File: config.mk
export PLATFORM = sky130hd
export DESIGN_NAME = pfd4_store
export DESIGN_NICKNAME = d
export VERILOG_FILES = /design/src/hw/rtl/pfd4_pkg.sv /design/src/hw/rtl/pfd4_store.sv
export SDC_FILE = /design/constraint.sdc
export NUM_CORES = 2
export LEC_CHECK = 0
export BUFFER_PORTS_ARGS = -buffer_cell sky130_fd_sc_hd__buf_2
export CAP_MARGIN = 20
export CORE_MARGIN = 1.5
export CORE_UTILIZATION = 45
export CTS_CLUSTER_DIAMETER = 150
export DETAILED_ROUTE_END_ITERATION = 6
export PLACE_DENSITY = 0.71
export SYNTH_ARGS = -nofsm -noshare
export SYNTH_HDL_FRONTEND = slang
export SYNTH_SLANG_ARGS = --single-unit
File: constraint.sdc
create_clock -name clk -period 5.8 [get_ports clk]
set_clock_uncertainty 0.2 [all_clocks]
set_input_delay 1.16 -clock clk [delete_from_list [all_inputs] [get_ports clk]]
set_output_delay 1.16 -clock clk [all_outputs]
set_load 0.03 [all_outputs]
File: src/hw/rtl/pfd4_pkg.sv
// shared types and constants for the polyphase decimating fir
// no dependencies; imported by the input interface and every module of the block
package pfd4_pkg;

	// fixed width of the coefficient slot field
	localparam int COEF_INDEX_W = 7;

	// item modes
	localparam logic MODE_COEF   = 1'b0;
	localparam logic MODE_SAMPLE = 1'b1;

	// sequencer states
	typedef enum logic [1:0] {
		ST_IDLE,
		ST_RUN,
		ST_WAIT,
		ST_FINISH
	} fsm_state_t;

	// store write strobes from the sequencer
	typedef struct packed {
		logic hist_we;
		logic coef_we;
	} wr_ctl_t;

	// per-tap control traveling down the mac pipeline
	typedef struct packed {
		logic step;
		logic last;
		logic hist_ok;
	} step_ctl_t;

endpackage

File: src/hw/rtl/pfd4_store.sv
// history ring and coefficient memories with registered reads
// depends on pfd4_pkg
module pfd4_store #(
	parameter int DEPTH        = 128,
	parameter int SAMPLE_WIDTH = 16,
	parameter int COEF_WIDTH   = 16
) (
	input  logic                                  clk,
	input  logic                                  arst_n,
	input  pfd4_pkg::wr_ctl_t                     wr,
	input  logic [$clog2(DEPTH)-1:0]              hist_waddr,
	input  logic signed [SAMPLE_WIDTH-1:0]        sample_in,
	input  logic [pfd4_pkg::COEF_INDEX_W-1:0]     coef_index,
	input  logic signed [COEF_WIDTH-1:0]          coef_value,
	input  pfd4_pkg::step_ctl_t                   step,
	input  logic [$clog2(DEPTH)-1:0]              hist_raddr,
	input  logic [$clog2(DEPTH)-1:0]              coef_raddr,
	output logic signed [SAMPLE_WIDTH-1:0]        hist_s1,
	output logic signed [COEF_WIDTH-1:0]          coef_s1,
	output logic                                  coef_ok_s1,
	output pfd4_pkg::step_ctl_t                   step_s1
);
	import pfd4_pkg::*;

	localparam int AW = $clog2(DEPTH);
	// one bit above the address so DEPTH itself fits in the compare
	localparam int XW = (AW + 1 > COEF_INDEX_W) ? (AW + 1) : COEF_INDEX_W;

	logic signed [SAMPLE_WIDTH-1:0] hist_mem [DEPTH];
	logic signed [COEF_WIDTH-1:0]   coef_mem [DEPTH];
	logic [DEPTH-1:0]               coef_vld_q;

	logic [XW-1:0] idx_x;
	logic          idx_ok;
	logic [AW-1:0] coef_waddr;

	// slots past the end of the store are dropped
	assign idx_x      = XW'(coef_index);
	assign idx_ok     = (idx_x < XW'(DEPTH));
	assign coef_waddr = idx_x[AW-1:0];

	always_ff @(posedge clk) begin
		if (wr.hist_we) begin
			hist_mem[hist_waddr] <= sample_in;
		end
		hist_s1 <= hist_mem[hist_raddr];
	end

	always_ff @(posedge clk) begin
		if (wr.coef_we && idx_ok) begin
			coef_mem[coef_waddr] <= coef_value;
		end
		coef_s1 <= coef_mem[coef_raddr];
	end

	// a slot never written reads as zero
	always_ff @(posedge clk or negedge arst_n) begin
		if (!arst_n) begin
			coef_vld_q <= '0;
			coef_ok_s1 <= 1'b0;
			step_s1    <= '0;
		end else begin
			if (wr.coef_we && idx_ok) begin
				coef_vld_q[coef_waddr] <= 1'b1;
			end
			coef_ok_s1 <= coef_vld_q[coef_raddr];
			step_s1    <= step;
		end
	end

endmodule

After elaboration in Yosys (flattened, before gate mapping)
Memory sizes are Yosys's and may differ from the RTL's. A register that Yosys moved wholly into a read port is not among the register bits. Index checks and enable logic that the tools add are counted.

Flip-flop bits (word level): 132. Output and inout port bits: 36. Latch bits: 0. Memories: 2. Bits of input ports: 67. Word-level logic and storage cells: 22. Memory bits (read-only): 0. RAM bits: 4096.

Reductions and logical operators: 2. Equality and inequality tests: 0. Add/subtract/negate cells: 0. $mul: 0. Mux-type cells: 8. Shift-type cells: 0. Bitwise operators: 1. $lt $le $gt $ge: 4. Div/mod/pow operators: 0.

Memories: coef_mem (depth 128, bits a word 16, rd ports 1, clocked after Yosys merged registers in 1, wr ports 1, line pfd4_store.sv:30) `logic signed [COEF_WIDTH-1:0] coef_mem [DEPTH];`; hist_mem (depth 128, bits a word 16, rd ports 1, clocked after Yosys merged registers in 1, wr ports 1, line pfd4_store.sv:29) `logic signed [SAMPLE_WIDTH-1:0] hist_mem [DEPTH];`.

Operator list (count): bitwise OR 128 bit (1); < comparator 7 x 8 -> 1 bit (second input constant) (3); binary-select mux 1 bit (select 7 bit) (1); demux 1 bit (select 7 bit) (1); greater-or-equal comparator 7 x 1 -> 1 bit (second input constant) (1); 2-to-1 mux 1 bit (6); logical AND 1 bit (2).

Longest topological paths before layout
Word-level depth: 5. Depth in mapped cells: 8.

Least setup slack after synthesis
Ideal clock, no wire load.

Path kind: input to register. From: input port coef_raddr[2]. To: register coef_ok_s1. Data arrival time: 3722 ps. Data required time: 5475 ps. Setup slack: 1753 ps. Cell stages on the path: 8. Buffers on the path: 4. Library setup time: 125 ps. Cells stage by stage: clkbuf_1 -> clkbuf_1 -> clkbuf_1 -> clkbuf_1 -> mux4_2 -> mux4_2 -> mux4_2 -> mux2_2.

Longest elaborated chain between the ends: 2.

Ends and longest elaborated chain: start: declaration (line pfd4_store.sv:17) `input logic [$clog2(DEPTH)-1:0] coef_raddr,`; binary-select mux 1 bit (select 7 bit) (line pfd4_store.sv:66) `coef_ok_s1 <= coef_vld_q[coef_raddr];`; 2-to-1 mux 1 bit (implied by the code) (line pfd4_store.sv:66); end signal: assignment (line pfd4_store.sv:66); end: declaration (line pfd4_store.sv:20) `output logic coef_ok_s1,`.

No other way between the ends. The select of a mux whose other input is x is not followed. A chain may end at the register's enable or synchronous reset.

==> results.md <==
- The via count of the first global-routing pass is 75600.
- In the routed design, unresolved DRC markers number 0.
- With fillers left out, the area of the finished cells amounts to 185000 µm².
- The endpoint kind of the worst setup timing path is a register.
- STA puts the critical path data arrival time at 4340 ps.
- The TritonCTS clock tree is built.
- The residual overflow from global routing is 0.
- The clock latency of the later-clocked register in the worst-skew pair is 980 ps.
- Subtracting the final worst setup slack from the clock period gives 3760 ps.
- The library cell used most frequently in the layout, excluding fill and tap cells, is edfxtp_1.
- The initial antenna violation count is 34.
- The number of port buffers is 102.
- The flow ran to the end, and the final reports show no timing, DRC or antenna violations.
- In this run the cell area of the synthesized design comes to 162000 µm².
- The number of standard cells after synthesis is 6470.
- STA classifies the critical path startpoint as a primary input.
- The power per cell area is 348 nW/µm².
- Global routing consumed, over all layers together, 21.3% of the routing resources.
- In the final layout, the share of cells above drive strength 1 is 36.2%.
- The maximum vdd drop is 399 µV.
- The post-layout net count is 7162.
- Once detailed placement completed, the half-perimeter wirelength came to 224000 µm.
- Routability-driven placement finished with a final weighted congestion of 0.812.
- The biggest cell delay along the critical path is 590 ps.
- Setup violations remaining at the end of the flow were counted as 0.
- The part of the Yosys area used for sequential elements is 78.3%.
- Final hold analysis gives a worst-case slack of 211 ps.
- The number of nets still failing antenna checks after routing is 0.
- The total area inside the core boundary comes to 359000 µm².
- After detailed routing, the number of vias per cell comes to 6.08.
- The critical path data required time is 6380 ps.
- The overall power of the completed layout is 64300 µW.
- The count of routing violations after the opening detailed-route iteration is 10200.
- The slowest stage of the critical path is the mux4_2 cell.
- The kind of cell with the highest combined delay along the critical path is multiplexers.
- Setup repair after global routing left no endpoint under its margin.
- Entering global routing, the biggest net connects 113 pins.
- In this design, the critical path's most frequently occurring cell is mux4_2.
- In this run the static leakage power is 0.0583 µW.
- The TritonCTS sink count is 4260.
- The total number of vias is 74300.
- The effective utilization at floorplan is 45.2%.
- The worst path uses 64.8% of the clock period.
- The total routed wirelength is 389000 µm.
- The worst setup path is of the primary input to register kind.
- Cells fill 51.6% of the core in the end.
- For this run, the detailed router's first-pass iteration total came to 5.
- The total number of placement rows is 220.
- Measured against its own limit, the worst slew margin works out to 25.6%.
- The post-detailed-placement cell area is 171000 µm².
- The synthesized netlist contains 21 unique library cells.
- The clock passes through at most 4 buffers.
- After clock tree synthesis, the repair step resized 0 gates.
- The floorplan step defined a die boundary enclosing 364000 µm².
- The cell sitting at the root of the clock tree is a clkbuf_16.
- The slew at the pin with the worst max-slew slack is 1120 ps.
- The total count of max-transition violations in the final report is 0.
- Clock tree synthesis inserted a total of 410 buffers.
- After clock tree synthesis, the clock-pin slew on the worst setup and hold paths is 60 ps.
- The signal on the critical path passes through buf_8, buf_12, buf_4, mux4_2, mux4_2, mux4_2, mux2_2.
- Dividing the detail-routed wire length by the instance count gives 31.8 µm.
- The H-tree level count is 5.
- The Yosys step of the flow raised 0 warnings.
- For the final routed database, the setup TNS stands at 0 ps.
- The first global-routing pass estimated 557000 µm of wire.
- The tool flagged a number of max-cap violations equal to 0.
- The vertical die dimension is 603 µm.
- The hold violation count in the final report is 0.
- The buffer and inverter count on the worst path is 3.
- The number of nets handed over by synthesis was 6537.
- The min-delay analysis places its worst path in the category primary input to register.
- Synthesis inferred 4260 register bits.
- From synthesis to final layout, the design area changed by 14.1%.
- For this run, the top clock speed supported by timing is 0.266 GHz.
- The maximum fanout along the worst path is 40.
- A synthesized cell averages 25.0 µm².
- The number of top-level pins is 103.
- In the layout the commonest cells are edfxtp_1, mux4_2, buf_4, clkbuf_16, nor2_1.
- The overall die width is 603 µm.
[area by class of cell]
cell class	instances	area (µm²)
Multi-Input combinational cell	1877	33800
Tap cell	4773	5970
Sequential cell	4260	127000
Antenna cell	9	22.5
Clock buffer	532	11000
Timing Repair Buffer	546	4680
Clock inverter	226	2560
Fill cell	26700	174000
[worst register-to-register path, stage by stage (launching register included)]
cell and delay, ps:
edfxtp_1 370, mux4_2 490, mux4_2 590, mux4_2 610, mux2_2 290
[kinds of logic (layout without fill, tap and decap cells)]
kind of cell	Yosys count	after routing	share of synthesized area, %
flip-flops	4260	4260	78.3
multiplexers	1419	1419	19.5
AND/OR/NAND/NOR	458	458	1.32
buffers and inverters	333	1304	0.866
other	0	9	0
[registers in the layout, indices dropped and copies added, names as in the netlist]
name and cells:
coef_mem 2048, hist_mem 2048, coef_vld_q 128, coef_s1 16, hist_s1 16, step_s1 3
coef_ok_s1 1
[per-layer routing]
layer,vias up,wire (µm),global-route usage [%]
met5,-,182,0
met1,40100,146000,29.1
met3,675,41700,5.03
met4,26,12300,6.36
met2,4224,189000,34.2
li1,29200,-,-
[power by group]
group | leakage [µW] | total, µW | switching [µW] | internal, µW
Sequential | 0.0388 | 34200 | 181 | 34000
Combinational | 0.0129 | 3420 | 2010 | 1400
Clock | 0.00654 | 26700 | 11400 | 15300
Total | 0.0583 | 64300 | 13600 | 50700
[path summary, 6_finish.rpt]
check,slack (ps),depth (start not counted),to,startpoint
worst max-delay path,2040,7,coef_s1[1],coef_raddr[0]
worst min-delay path,210,1,step_s1[2],step[2]
worst max register to register,3050,4,hist_s1[7],hist_mem[71][7]
worst min register to register,260,1,coef_vld_q[13],coef_vld_q[13]
max in group asynchronous,3550,3,coef_vld_q[48],arst_n
min in group asynchronous,530,2,coef_vld_q[43],arst_n
[per-stage QoR]
step / worst slack [ps] / std cells
finish: 2040 / 12200
global route: 2060 / 12200
CTS: 2140 / 12200
detailed placement: 1120 / 11500
global placement: 1150 / 11400
floorplan: 1750 / 6470
[what timing repair did]
item | CTS | global route
setup buffers | 0 | 0
setup endpoints to repair | 0 | 0
hold buffers | 1 | 0
hold endpoints to repair | 28 | 0
[cells in the mapped netlist]
library cell	number	share of area (%)
buf_2	96	0.30
buf_4	5	0.023
nand3b_1	2	0.0093
nand4_1	4	0.015
nor2_1	258	0.60
nand2_1	23	0.053
buf_1	30	0.069
dfrtp_1	132	2.0
or3b_2	1	0.0054
nand3_1	21	0.065
nor2b_1	14	0.054
dfxtp_1	32	0.40
clkbuf_1	200	0.46
mux4_2	1386	19
mux2_2	33	0.23
or2_2	128	0.49
nor3_1	4	0.012
nand2b_1	2	0.0077
edfxtp_1	4096	76
buf_6	2	0.014
and3b_1	1	0.0054
Power figures use the tool's default switching activity.
