## src/hw/rtl/pfd4_pkg.sv

```systemverilog
// shared types and constants for the polyphase decimating fir
// no dependencies; imported by the input interface and every module of the block
package pfd4_pkg;

	// fixed width of the coefficient slot field
	localparam int COEF_INDEX_W = 7;

	// item modes
	localparam logic MODE_COEF   = 1'b0;
	localparam logic MODE_SAMPLE = 1'b1;

	// sequencer states
	typedef enum logic [1:0] {
		ST_IDLE,
		ST_RUN,
		ST_WAIT,
		ST_FINISH
	} fsm_state_t;

	// store write strobes from the sequencer
	typedef struct packed {
		logic hist_we;
		logic coef_we;
	} wr_ctl_t;

	// per-tap control traveling down the mac pipeline
	typedef struct packed {
		logic step;
		logic last;
		logic hist_ok;
	} step_ctl_t;

endpackage

```

## src/hw/rtl/pfd4_ctrl.sv

```systemverilog
// sequencer: ring pointer, phase counter, history fill count and tap walk
// depends on pfd4_pkg
module pfd4_ctrl #(
	parameter int PHASES         = 4,
	parameter int TAPS_PER_PHASE = 32
) (
	input  logic                                        clk,
	input  logic                                        arst_n,
	input  logic                                        in_valid,
	input  logic                                        in_mode,
	input  logic                                        out_free,
	input  logic                                        mac_done,
	output logic                                        ready,
	output logic                                        clear,
	output logic                                        load_out,
	output pfd4_pkg::wr_ctl_t                           wr,
	output pfd4_pkg::step_ctl_t                         step,
	output logic [$clog2(PHASES*TAPS_PER_PHASE)-1:0]    hist_waddr,
	output logic [$clog2(PHASES*TAPS_PER_PHASE)-1:0]    hist_raddr,
	output logic [$clog2(PHASES*TAPS_PER_PHASE)-1:0]    coef_raddr
);
	import pfd4_pkg::*;

	localparam int DEPTH = PHASES * TAPS_PER_PHASE;
	localparam int AW    = $clog2(DEPTH);
	localparam int PW    = $clog2(PHASES);
	localparam int TW    = (TAPS_PER_PHASE > 1) ? $clog2(TAPS_PER_PHASE) : 1;

	localparam logic [AW-1:0] ADDR_LAST  = AW'(DEPTH - 1);
	localparam logic [AW:0]   DEPTH_X    = (AW + 1)'(DEPTH);
	localparam logic [AW:0]   PHASES_X   = (AW + 1)'(PHASES);
	localparam logic [PW-1:0] PHASE_LAST = PW'(PHASES - 1);
	localparam logic [TW-1:0] TAP_LAST   = TW'(TAPS_PER_PHASE - 1);

	fsm_state_t    state_q, state_d;
	logic [AW-1:0] wp_q;
	logic [AW:0]   fill_q;
	logic [PW-1:0] phase_q;
	logic [AW-1:0] k_q;
	logic [TW-1:0] j_q;
	logic [PW-1:0] m_q;
	logic [AW-1:0] base_q;
	logic [AW-1:0] rd_q;
	logic [AW-1:0] off_q;

	logic [AW:0]   rd_x;
	logic [AW:0]   rd_dec_x;
	logic [AW-1:0] base_dec;
	logic [PW-1:0] m_next;

	// next tap of the same phase sits PHASES entries further back in the ring
	assign rd_x     = {1'b0, rd_q};
	assign rd_dec_x = (rd_x >= PHASES_X) ? (rd_x - PHASES_X) : (rd_x + DEPTH_X - PHASES_X);
	assign base_dec = (base_q == '0) ? ADDR_LAST : (base_q - 1'b1);
	assign m_next   = m_q + 1'b1;

	assign hist_waddr = wp_q;
	assign hist_raddr = rd_q;
	assign coef_raddr = k_q;

	always_ff @(posedge clk or negedge arst_n) begin
		if (!arst_n) begin
			state_q <= ST_IDLE;
		end else begin
			state_q <= state_d;
		end
	end

	always_comb begin
		state_d  = state_q;
		ready    = 1'b0;
		clear    = 1'b0;
		load_out = 1'b0;
		wr       = '0;
		step     = '0;
		case (state_q)
			ST_IDLE: begin
				ready = 1'b1;
				if (in_valid) begin
					if (in_mode == MODE_COEF) begin
						wr.coef_we = 1'b1;
					end else begin
						wr.hist_we = 1'b1;
						if (phase_q == '0) begin
							clear   = 1'b1;
							state_d = ST_RUN;
						end
					end
				end
			end
			ST_RUN: begin
				step.step    = 1'b1;
				step.last    = (k_q == ADDR_LAST);
				step.hist_ok = ({1'b0, off_q} < fill_q);
				if (k_q == ADDR_LAST) begin
					state_d = ST_WAIT;
				end
			end
			ST_WAIT: begin
				if (mac_done) begin
					if (out_free) begin
						load_out = 1'b1;
						state_d  = ST_IDLE;
					end else begin
						state_d = ST_FINISH;
					end
				end
			end
			ST_FINISH: begin
				if (out_free) begin
					load_out = 1'b1;
					state_d  = ST_IDLE;
				end
			end
			default: begin
				state_d = ST_IDLE;
			end
		endcase
	end

	always_ff @(posedge clk or negedge arst_n) begin
		if (!arst_n) begin
			wp_q    <= '0;
			fill_q  <= '0;
			phase_q <= '0;
			k_q     <= '0;
			j_q     <= '0;
			m_q     <= '0;
			base_q  <= '0;
			rd_q    <= '0;
			off_q   <= '0;
		end else begin
			if (wr.hist_we) begin
				wp_q    <= (wp_q == ADDR_LAST) ? '0 : (wp_q + 1'b1);
				phase_q <= (phase_q == PHASE_LAST) ? '0 : (phase_q + 1'b1);
				if (fill_q != DEPTH_X) begin
					fill_q <= fill_q + 1'b1;
				end
			end
			if (clear) begin
				// walk starts at the newest sample, phase 0 tap 0
				k_q    <= '0;
				j_q    <= '0;
				m_q    <= '0;
				base_q <= wp_q;
				rd_q   <= wp_q;
				off_q  <= '0;
			end else if (step.step) begin
				k_q <= k_q + 1'b1;
				if (j_q == TAP_LAST) begin
					j_q    <= '0;
					m_q    <= m_next;
					base_q <= base_dec;
					rd_q   <= base_dec;
					off_q  <= AW'(m_next);
				end else begin
					j_q   <= j_q + 1'b1;
					rd_q  <= rd_dec_x[AW-1:0];
					off_q <= off_q + AW'(PHASES);
				end
			end
		end
	end

endmodule

```

## config.mk

```make
export PLATFORM = sky130hd
export DESIGN_NAME = pfd4_ctrl
export DESIGN_NICKNAME = d
export VERILOG_FILES = /design/src/hw/rtl/pfd4_pkg.sv /design/src/hw/rtl/pfd4_ctrl.sv
export SDC_FILE = /design/constraint.sdc
export NUM_CORES = 1
export LEC_CHECK = 0
export ABC_AREA = 0
export BUFFER_PORTS_ARGS = -buffer_cell sky130_fd_sc_hd__buf_2
export CAP_MARGIN = 20
export CORE_ASPECT_RATIO = 0.7
export CORE_MARGIN = 2
export CORE_UTILIZATION = 30
export DETAILED_ROUTE_END_ITERATION = 10
export PLACE_DENSITY_LB_ADDON = 0.25
export REMOVE_ABC_BUFFERS = 1
export SETUP_SLACK_MARGIN = 0.1
export SYNTH_ARGS = -nofsm -noshare
export SYNTH_HDL_FRONTEND = slang
export SYNTH_SLANG_ARGS = --single-unit
```

## constraint.sdc

```tcl
create_clock -name clk -period 2.2 [get_ports clk]
set_input_delay 0.22 -clock clk [delete_from_list [all_inputs] [get_ports clk]]
set_output_delay 0.22 -clock clk [all_outputs]
set_load 0.05 [all_outputs]
```

* Word-level counts from Yosys, hierarchy flattened
Cells that the tools add are included.
Storage, ports and cells: input port bits 6, register bits after elaboration 54, output and inout port bits 29
Operators by class: equal/unequal tests 14, $add $sub $neg 11, $lt $le $gt $ge 2, muxes and demuxes 42, reduce and logical (&&, ||, !) cells 8
Operators with widths (number):
- $mux W7 | 14
- $mux W2 | 13
- $add A7 B1 Y7 const B | 3
- $mux W5 | 3
- $eq A7 B7 Y1 const B | 2
- $sub A7 B3 Y7 const B | 2
- $ne A2 B2 Y1 const B | 6
- $mux W1 | 9
- $add A8 B1 Y8 const B | 1
- $lt A7 B8 Y1 | 1
- $ne A8 B8 Y1 const B | 1
- $pmux W2 S4 | 1
- $add A7 B3 Y7 const B | 1
- $ge A7 B3 Y1 const B | 1
- $logic_not A7 Y1 | 1
- $sub A7 B1 Y7 const B | 1
- $eq A2 B2 Y1 const B | 3
- $reduce_and A6 Y1 | 1
- $add A5 B1 Y5 const B | 1
- $eq A5 B5 Y1 const B | 1
- $add A2 B1 Y2 const B | 2
- $logic_not A2 Y1 | 2
- $reduce_and A2 Y1 | 2
- $reduce_bool A2 Y1 | 2
- 3 further kinds | 3

* Depth between registers and ports, before layout
Gate-level depths: netlist (run 1).
depth in word-level cells 7, mapped depth 8, mapped depth without buffers 7

* Worst setup path after synthesis (run 1)
Ideal clock, no wire load.
path type register -> output, start point register fill_q[2], end point output port step[0] in the netlist's numbering, arrival time 2.050 ns, buffers on the path 0, path slack -0.070 ns, data required time 1.980 ns, cell stages (with the launch flop) 7, cell sequence dfrtp_1 > inv_1 > ha_1 > a21oi_1 > o21ai_0 > a41o_1 > a31oi_1
RTL lines:
- start, declared | RTL line pfd4_ctrl.sv:37 | logic [AW:0] fill_q;
- start signal, assigned | RTL line pfd4_ctrl.sv:137 | fill_q <= fill_q + 1'b1;
- end, declared | RTL line pfd4_ctrl.sv:17 | output pfd4_pkg::step_ctl_t step,

==> results by group, run 1 <==
STA
  • Hold Slack: ~0.27 ns
  • Final hold vios: 0
  • Max Slew Vio Count: 0
  • Worst-Margin Slew: 0.653 ns
  • Final setup fails: 0
  • RSZ-0062 raised after global routing: yes
  • Final worst-path cycle share: 0.942
  • Setup Total Neg Slack: 0 ns
  • Relative slew slack: 0.565
  • Fin crit period: 2.07 ns
  • Final Skew: about 0.0026 ns
  • Achievable frequency: 0.482 GHz

Placement
  • Port-buffer cells: 34
  • RePlAce Congestion: 0.793
  • Post-DP Area: 3280 um^2
  • Post-detail-place hpwl: 5030 um

Clocking
  • Root buffer cell: clkbuf_16
  • H-tree levels: 2
  • Worst-skew pair later-pin latency: around 0.30 ns
  • Longest Clk Path Bufs: 2
  • Clock slew at reported path FFs: 0.07 ns
  • Cts bufs inserted: 5
  • CTS Sinks: 54
  • CTS tree: yes

Global routing
  • First-pass GRT wire length: around 11,000 um
  • Vias in the first global route: 2,188
  • M1 GR Usage: 0.219
  • Grt ovf: 0
  • GR Util met3: 0.0327
  • Initial antenna violation count: 0
  • Top Usage Layer GRT: met1
  • M2 GR Usage: 0.190
  • Largest net degree at the start of global routing: 30
  • Total GRT Usage: 0.141

Critical path
  • Critical-path cell list: inv_2 > ha_4 > a21oi_1 > nand2_1 > a41o_1 > a31oi_2 > buf_4
  • CP required: 1.98 ns
  • Buf/Inv on CP: 2
  • Reg2Reg Setup Slack: 0.23 ns
  • R2R depth: 7
  • Worst endpoint data arrival time: 1.85 ns
  • CP Class: flop to output port
  • Crit Path Max Fanout: 3
  • Delay-heaviest family, CP: compound AO/OA/AOI/OAI gates
  • Slowest-stage cell, CP: dfrtp_1
  • Worst path max stage delay: 0.40 ns
  • Reg-to-Reg End: hist_raddr[5]$_DFFE_PN0N_
  • Critical path endpoint category: output port
  • RR Startpoint: j_q[0]$_DFFE_PN0N_
  • CP startpoint kind: flop

Run
  • Max Cap Viol: 0

Finish
  • Area of the multi-input gates: about 1500 um^2
  • Reg area: roughly 1400 um^2
  • Cell area after layout: 3540 um^2
  • Synth-to-layout area growth: 19.9%
  • Final nets: 369
  • Diode count: 0
  • # fillers: 993
  • Share of cells above drive strength 1: 0.205

Routing
  • Routed WL per cell: 14.4 um
  • DRC viols: 0
  • Final ANT Viol Nets: 0
  • Via density: about 4.8
  • Initial drt markers: 144
  • Routed WL: around 6800 um
  • Drt first pass iters: 4
  • Vias: 2,296

Min path
  • Min-Delay Path Class: input port to flop
  • Hold path endpoint: state_q[1]$_DFFE_PN0P_
  • WHS Path Cells: 4
  • Hold Crit Start: out_free

Pwr
  • Lkg Pwr: ~1.7 nW
  • Worst vdd ir: ~0.5 mV
  • Power, Total: about 5.5 mW
  • PwrDens: 1560 nW/um^2

Yosys
  • Mapped Cells: between 200 and 300
  • Yosys warns: 0
  • Yosys reg bits: 54
  • Register area share after synthesis: 0.458
  • Synthesized area: a little under 3000 um^2
  • Syn Area/Cell: 9.90 um^2
  • Synth cell types: 47
  • Largest area contributor in the netlist: dfrtp_1
  • Synth area leaders: dfrtp_1 (46%), ha_1 (7.6%), xnor2_1 (5.0%)
  • Synth Flop Type: dfrtp_1
  • Post-synth top area share: 0.458
  • EDFF count, synth: 0
  • Asr flop ratio synth: 1.00

Floorplanning
  • Number of cell rows: 30
  • Initial Utilization: 0.306
  • Die Ht: 87.0 um
  • Area of the core: 9650 um^2
  • Die footprint: ~11,000 um^2
  • IO Count: 35
  • Die Span X: around 120 um

Outcome
  • Run status: finished clean
[stage by stage]
stage                     instances  setup WS, ns  utilization
after floorplan                 290       -0.0702            -
final                           474         0.127        0.367
after detailed placement        458         0.193        0.340
after global routing            474        0.0282        0.367
after global placement          458         0.191        0.340
after CTS                       472         0.102        0.363
[worst register-to-register path, stage by stage, from the launching register on]
cell and delay (ns):
dfrtp_1 0.41, ha_1 0.22, and3_1 0.18, ha_1 0.25, or3b_1 0.49, o21ai_1 0.18
o22ai_1 0.09, nand3_1 0.10
[sequential cells by signal (all words and copies together) (netlist names)]
signal      cells
off_q           7
fill_q          8
m_q             2
phase_q         2
hist_raddr      7
j_q             5
base_q          7
coef_raddr      7
state_q         2
hist_waddr      7
[what timing repair did]
item,4_1_cts,5_1_grt
buffers inserted,5,2
pin swaps,2,2
hold endpoints to repair,25,0
resized for setup,5,4
endpoints found under the setup margin,1,9
hold buffers,1,0
[worst max-delay path by stage]
stage / startpoint / end / slack (ns) / depth (start not counted)
after detailed placement: fill_q[2]$_DFFE_PN0P_ / step[0] / 0.19 / 7
final: fill_q[5]$_DFFE_PN0P_ / step[0] / 0.13 / 7
after global routing: fill_q[2]$_DFFE_PN0P_ / step[0] / 0.03 / 7
after CTS: fill_q[5]$_DFFE_PN0P_ / step[0] / 0.10 / 7
after global placement: fill_q[2]$_DFFE_PN0P_ / step[0] / 0.19 / 7
after floorplan: fill_q[2]$_DFFE_PN0P_ / step[0] / -0.07 / 6
[Yosys cell counts, drive strengths merged (3+ instances only)]
| cell type | number |
|---|---|
| dfrtp | 54 |
| ha | 18 |
| nor2 | 22 |
| nor3 | 8 |
| inv | 18 |
| a221o | 3 |
| and3 | 6 |
| nand4 | 5 |
| nor3b | 3 |
| a21o | 6 |
| nor2b | 4 |
| a31oi | 6 |
| xor2 | 9 |
| a21oi | 9 |
| a22o | 3 |
| buf | 8 |
| o21ai | 26 |
| nand2 | 35 |
| nand3 | 16 |
| xnor2 | 17 |
[cells by family (layout without fill, tap and decap cells)]
group,Yosys count,after routing,share of synthesized area
AO/OA/AOI/OAI,65,65,0.145
XOR/XNOR,26,26,0.0772
adder cells (fa/ha/maj),18,18,0.0763
buffers and inverters,26,74,0.0445
flip-flops,54,54,0.458
AND/OR/NAND/NOR,109,109,0.200
[power breakdown]
group	total, mW	switching (mW)	internal, mW
clock	0.877	0.361	0.516
combinational	2.80	1.81	0.995
sequential	1.83	0.446	1.38
[cells in the final DEF, fill, tap and decap left out, types with 8 or more instances in the layout]
cell / n
o21ai_0: 14
xor2_1: 9
o21ai_1: 12
buf_4: 13
nor2_1: 22
buf_2: 32
xnor2_1: 17
ha_1: 17
nor3_1: 8
nand3_1: 15
a21oi_1: 9
dfrtp_1: 54
nand2_1: 35
inv_1: 13
[routing by layer]
metal / vias to the layer above / share of wire
met4: 0 / 0.011
met3: 8 / 0.036
met5: - / 0
li1: 1140 / -
met2: 34 / 0.39
met1: 1114 / 0.57
[cell type report]
cell class              instances  share of cell area
inverters                      18              0.0194
clock buffers                   8              0.0470
multi-input cells             218               0.423
flip-flops and latches         54               0.382
well taps                     128              0.0453
repair buffers                 48              0.0835
Note: power is estimated with default switching activity, not from simulation.
==> run 2, diff against run 1 <==
Settings changed: CORE_UTILIZATION 30 to 35, MAX_ROUTING_LAYER from default to met4, SKIP_CTS_REPAIR_TIMING from default to 1.
==> results by group, run 2 (synthesized netlist as in run 1, its figures left out) <==
Clocking
  • Root buffer cell: clkbuf_16
  • Clock slew at reported path FFs: roughly 0.07 ns
  • Cts bufs inserted: 5
  • Worst-skew pair later-pin latency: 0.29 ns
  • CTS Sinks: 54
  • H-tree levels: 2
  • CTS tree: yes
  • Longest Clk Path Bufs: 2

Finish
  • Most frequent cells in the layout: dfrtp_1 (51), nand2_1 (35), buf_2 (32)
  • Max FFs per register: 8
  • Leading cell type in the layout, fill and taps excluded: dfrtp_1
  • Synth-to-layout area growth: 18.7%
  • Top reg by flops: fill_q
  • Share of cells above drive strength 1: 0.217
  • # fillers: 797
  • Diode count: 0
  • Area of the multi-input gates: 1510 um^2
  • Reg area: 1360 um^2
  • Cell area after layout: 3500 um^2
  • Post-route insts no fill: around 450
  • Final nets: 369

STA
  • Max Slew Vio Count: 0
  • Worst-Margin Slew: 0.607 ns
  • Fin crit period: 2.04 ns
  • Final Skew: ~0.0074 ns
  • Hold Slack: 0.267 ns
  • Final hold vios: 0
  • Relative slew slack: 0.595
  • Final setup fails: 0
  • Final worst-path cycle share: 0.927
  • RSZ-0062 raised after global routing: yes
  • Achievable frequency: 0.490 GHz

Routing
  • DR top layer: met4
  • Met2 wire len: 2700 um
  • Final ANT Viol Nets: 0
  • Routed WL: 6710 um
  • Met3 routed WL: between 200 and 300 um
  • Initial drt markers: ~200
  • Routed WL per cell: 15.0 um
  • M1 WL: 3680 um
  • Drt first pass iters: 5
  • Vias: 2,297
  • Via density: slightly above 5
  • DRC viols: 0

Global routing
  • Total GRT Usage: 0.157
  • Grt ovf: 0
  • First-pass GRT wire length: ~11,000 um
  • Initial antenna violation count: 0
  • Vias in the first global route: 2,151
  • Largest net degree at the start of global routing: 30

Placement
  • Placed insts: 431
  • Post-detail-place hpwl: 4980 um
  • RePlAce Congestion: 0.880
  • Post-DP Area: 3240 um^2
  • Port-buffer cells: 34

Floorplanning
  • Area of the core: ~8000 um^2
  • Die Ht: around 81 um
  • IO Count: 35
  • Initial Utilization: 0.369
  • Number of cell rows: 27
  • Die Span X: 114 um
  • Die footprint: roughly 9000 um^2

Critical path
  • R2R depth: 7
  • RR Startpoint: j_q[0]$_DFFE_PN0N_
  • Reg-to-Reg End: hist_raddr[5]$_DFFE_PN0N_
  • CP required: 1.98 ns
  • Reg2Reg Setup Slack: between 0.2 and 0.25 ns
  • Worst endpoint data arrival time: roughly 1.8 ns
  • Critical path endpoint category: output port
  • CP Class: flop to output port
  • Crit Path Max Fanout: 3
  • CP startpoint kind: flop

Min path
  • WHS Path Cells: 3
  • Hold Crit Start: out_free
  • Min-Delay Path Class: input port to flop
  • Hold path endpoint: state_q[0]$_DFFE_PN0P_

Outcome
  • Run status: finished clean

Pwr
  • Lkg Pwr: 1.67 nW
  • PwrDens: 1550 nW/um^2
  • Worst vdd ir: ~0.63 mV

Run
  • Max Cap Viol: 0
-- run 2: layout make-up --
type	count	share of cell area
multi-input cells	218	0.431
well taps	101	0.0361
clock buffers	6	0.0368
flip-flops and latches	54	0.387
inverters	18	0.0207
clock inverters	2	0.00393
repair buffers	48	0.0843
-- run 2: stage by stage --
step	setup WS, ns	utilization	power [mW]	TNS [ns]
floorplan	-0.0702	-	3.82	-0.0702
global route	0.0648	0.437	5.84	0
global placement	0.228	0.405	4.49	0
CTS	-0.126	0.423	5.32	-0.126
finish	0.161	0.437	5.43	0
detailed placement	0.193	0.405	4.52	0
-- run 2: how the worst max path moves through the flow --
stage / start / cells after the start / end
after CTS: fill_q[2]$_DFFE_PN0P_ / 7 / step[0]
after detailed placement: fill_q[2]$_DFFE_PN0P_ / 7 / step[0]
after floorplan: fill_q[2]$_DFFE_PN0P_ / 6 / step[0]
after global routing: fill_q[5]$_DFFE_PN0P_ / 7 / step[0]
after global placement: fill_q[2]$_DFFE_PN0P_ / 7 / step[0]
final: fill_q[5]$_DFFE_PN0P_ / 7 / step[0]
-- run 2: critical path, stage by stage, from the launching register on --
cell and delay (ns):
dfrtp_1 0.40, inv_2 0.11, ha_4 0.22, a21oi_2 0.14
nand2_1 0.06, a41o_1 0.21, a31oi_1 0.16, buf_4 0.22
-- run 2: per-layer routing --
layer / GRT usage / vias up
met3: 0.0299 / 5
met1: 0.243 / 1097
met5: - / -
met4: 0.0256 / 0
met2: 0.215 / 49
li1: - / 1146
-- run 2: power by group --
group | internal [mW] | leakage [nW] | switching (mW) | total [mW]
Clock | 0.423 | 0.0708 | 0.351 | 0.774
Combinational | 1.01 | 0.920 | 1.78 | 2.78
Sequential | 1.39 | 0.682 | 0.486 | 1.87
Total | 2.82 | 1.67 | 2.62 | 5.43
